--- src/sv/lpbc_ram.sv ---
// Generic single-write, single-read RAM with registered read data.
// No dependencies.
module lpbc_ram #(
    parameter int WIDTH = 73,
    parameter int DEPTH = 64
) (
    input  logic                     clk,
    input  logic                     we,
    input  logic [$clog2(DEPTH)-1:0] waddr,
    input  logic [WIDTH-1:0]         wdata,
    input  logic [$clog2(DEPTH)-1:0] raddr,
    output logic [WIDTH-1:0]         rdata
);

    logic [WIDTH-1:0] mem [DEPTH];

    always_ff @(posedge clk)
    begin
        if (we)
        begin
            mem[waddr] <= wdata;
        end
        rdata <= mem[raddr];
    end

endmodule

--- config.mk ---
export PLATFORM = sky130hd
export DESIGN_NAME = lpbc_ram
export DESIGN_NICKNAME = d
export VERILOG_FILES = /design/src/sv/lpbc_ram.sv
export SDC_FILE = /design/constraint.sdc
export NUM_CORES = 2
export LEC_CHECK = 0
export BUFFER_PORTS_ARGS = -buffer_cell sky130_fd_sc_hd__buf_2
export CAP_MARGIN = 20
export CORE_MARGIN = 2
export CORE_UTILIZATION = 60
export DETAILED_ROUTE_END_ITERATION = 10
export PLACE_DENSITY_LB_ADDON = 0.05
export SLEW_MARGIN = 30
export SYNTH_ARGS = -nofsm -noshare
export SYNTH_HDL_FRONTEND = slang
export SYNTH_MEMORY_MAX_BITS = 65536
export SYNTH_SLANG_ARGS = --single-unit
--- constraint.sdc ---
create_clock -name clk -period 10.25 [get_ports clk]
set_clock_uncertainty 0.1 [all_clocks]
set_input_delay 1.025 -clock clk [delete_from_list [all_inputs] [get_ports clk]]
set_output_delay 1.025 -clock clk [all_outputs]
set_load 0.01 [all_outputs]
==> metrics.cfg <==
[outcome]
outcome=finished, final reports clean

[critical_path]
criticalPathCategory=in2reg
cp_data_arrival_time_ns=5.20
crit_buf_inv=4
crit_family=buffers and inverters
crit_top_cell=buf_12
cp_max_fo=123
max_stage_delay_ns=0.84
cp.required_ns=11.04
critPathLaunchType=input port
critPathCaptureType=flop
worst_path_max_delay_cell=buf_4
path_cells=buf_8 > buf_12 > buf_12 > buf_4 > mux4_2 > o22ai_1 > nor4_1 > o22a_1

[route]
viasPerCell=7.15
vias=88500
wl_per_cell_um=40.3
firstDrtPassIters=5
drtAntennaViolNets=0
drt_first_iter_violations=14200
drc=0
wl_um=499000

[clocking]
cts_root_buffer=clkbuf_16
cts_buffers=464
clk_pin_slew_ns=0.06
clock_sinks=4745
post_cts_buffers=0
cts_hold_buf=0
cts_tree=built
cts.path.max_buffers=4
htreeDepth=5
clk_latency_ns=0.97
cts_resized=0

[final_layout]
fin_util=0.679
final_cell_mix=edfxtp_1 (4672), mux4_2 (1109), clkbuf_16 (470)
final.fill_count=18100
mostFrequentLayoutCell=edfxtp_1
fin_nets=8103
drive_gt1_frac=0.273
area_growth_pct=12.4

[synthesis]
synth_mux_area_frac=0.148
synthesis.area_um2=178000
ys_types=39
synth_cells=7585
synth_top_family_by_area=multiplexers
yosys.area_share.simple=0.0128
avgSynthCellArea_um2=23.4
synth-compound-area-share=0.0278
synth_xor_area_frac=0
synth_seq_area_share=0.798
synth_fa_ha_area_frac=0
synth_fp_nets=7672
ys.warnings.count=0
synth_seq_cells=4745

[place]
gp_congestion=0.803
dp_slack_ns=4.99
io_buffers=159
dp.final_hpwl_um=259000

[sta]
tns_ns=0
rsz0062_at_grt=no
hold_viol_final=0
layout_setup_ws_ns=5.84
relSlewSlack=0.267
slew_violations=0
tightest_slew_ns=1.10
setup_viol=0
fin_crit_sh=0.430
fin_crit_ns=4.41
max_freq_ghz=0.227

[global_route]
grt_start_max_net_pins=124
grt_pass1_vias=86600
grt-ovfl-total=0
track_usage=0.335
grt_antenna_before_repair=29
grt_first_pass_wirelength_um=691000

[pwr]
leakagePower_nw=62.1
vdd_drop_max_mv=0.195
power_w=0.0403
p_per_area_nw_per_um2=202

[die]
core-area_um2=294000
die_w_um=548
row_count=199
dieArea_um2=300000
boundaryPins=160
initial_utilization=0.604
fp.dieH_um=548

[worst_hold_path]
hold_class=in2reg

[run]
maxCapViolations=0

-- report_power, final --
part,internal [W],switching (W)
Combinational,0.000650,0.00117
Clock,0.00975,0.00716
Sequential,0.0215,0.000119
Total,0.0319,0.00845
-- cell usage after synthesis, drive strengths merged --
cell type | instances | area [µm²]
a31oi | 14 | 87.6
nor2 | 89 | 337
o21ai | 15 | 75.1
o221a | 1 | 11.3
nand4b | 1 | 8.76
or2 | 6 | 37.5
or3 | 1 | 6.26
nand3 | 35 | 175
and2b | 1 | 7.51
dfxtp | 73 | 1460
o221ai | 27 | 236
o211a | 13 | 130
mux2 | 2 | 22.5
o22a | 59 | 517
o22ai | 385 | 2410
nor2b | 91 | 569
nand2 | 31 | 116
inv | 1 | 3.75
a22oi | 69 | 518
buf | 225 | 1420
nor3 | 106 | 531
nand3b | 2 | 15.0
or3b | 1 | 8.76
nand4 | 2 | 12.5
nor4 | 59 | 369
and2 | 3 | 18.8
clkbuf | 214 | 803
a21oi | 19 | 95.1
mux4 | 1109 | 25000
a211oi | 114 | 856
a311oi | 1 | 8.76
mux2i | 135 | 1350
edfxtp | 4672 | 140000
nand2b | 9 | 56.3
-- cells by family after synthesis --
kind of cell           Yosys count
flip-flops                    4745
buffers and inverters          440
AND/OR/NAND/NOR                437
multiplexers                  1246
AO/OA/AOI/OAI                  717
-- worst paths after layout --
path         depth (start not counted)  startpoint          end  slack, ns
min                                  1   wdata[40]  mem[43][40]       0.46
max reg2reg                          5  mem[50][1]     rdata[1]       7.96
max                                  8    raddr[1]    rdata[12]       5.84
min reg2reg                          3  mem[4][72]    rdata[72]       0.64
-- registers in the layout (all words and copies together), names as in the netlist --
signal / cells
rdata: 73
mem: 4672
-- routing by layer --
| layer | vias to the layer above | GRT usage | share of wire |
|---|---|---|---|
| met1 | 48100 | 0.498 | 0.38 |
| li1 | 33700 | - | - |
| met2 | 5904 | 0.518 | 0.48 |
| met5 | - | 0 | 0.00011 |
| met4 | 8 | 0.0921 | 0.030 |
| met3 | 776 | 0.0684 | 0.12 |
-- area by class of cell --
cell class              count  area [µm²]  area share
clock inverters           268        2560      0.0128
repair buffers            404        3580      0.0179
diodes                     33        82.6    0.000414
well taps                3919        4900      0.0246
multi-input cells        2400       34200       0.171
flip-flops and latches   4745      142000       0.710
inverters                   1        5.00   0.0000251
clock buffers             599       12600      0.0629
-- stage by stage --
stage | instances | hold WS [ns] | cell area (µm²)
3_3_place_gp | 11500 | 0.604 | 184000
3_5_place_dp | 11500 | 0.620 | 184000
4_1_cts | 12300 | 0.400 | 199000
5_1_grt | 12400 | 0.433 | 200000
2_1_floorplan | 7585 | 0.594 | 178000
6_report | 12400 | 0.462 | 200000
(Power assumes the default switching activity.)
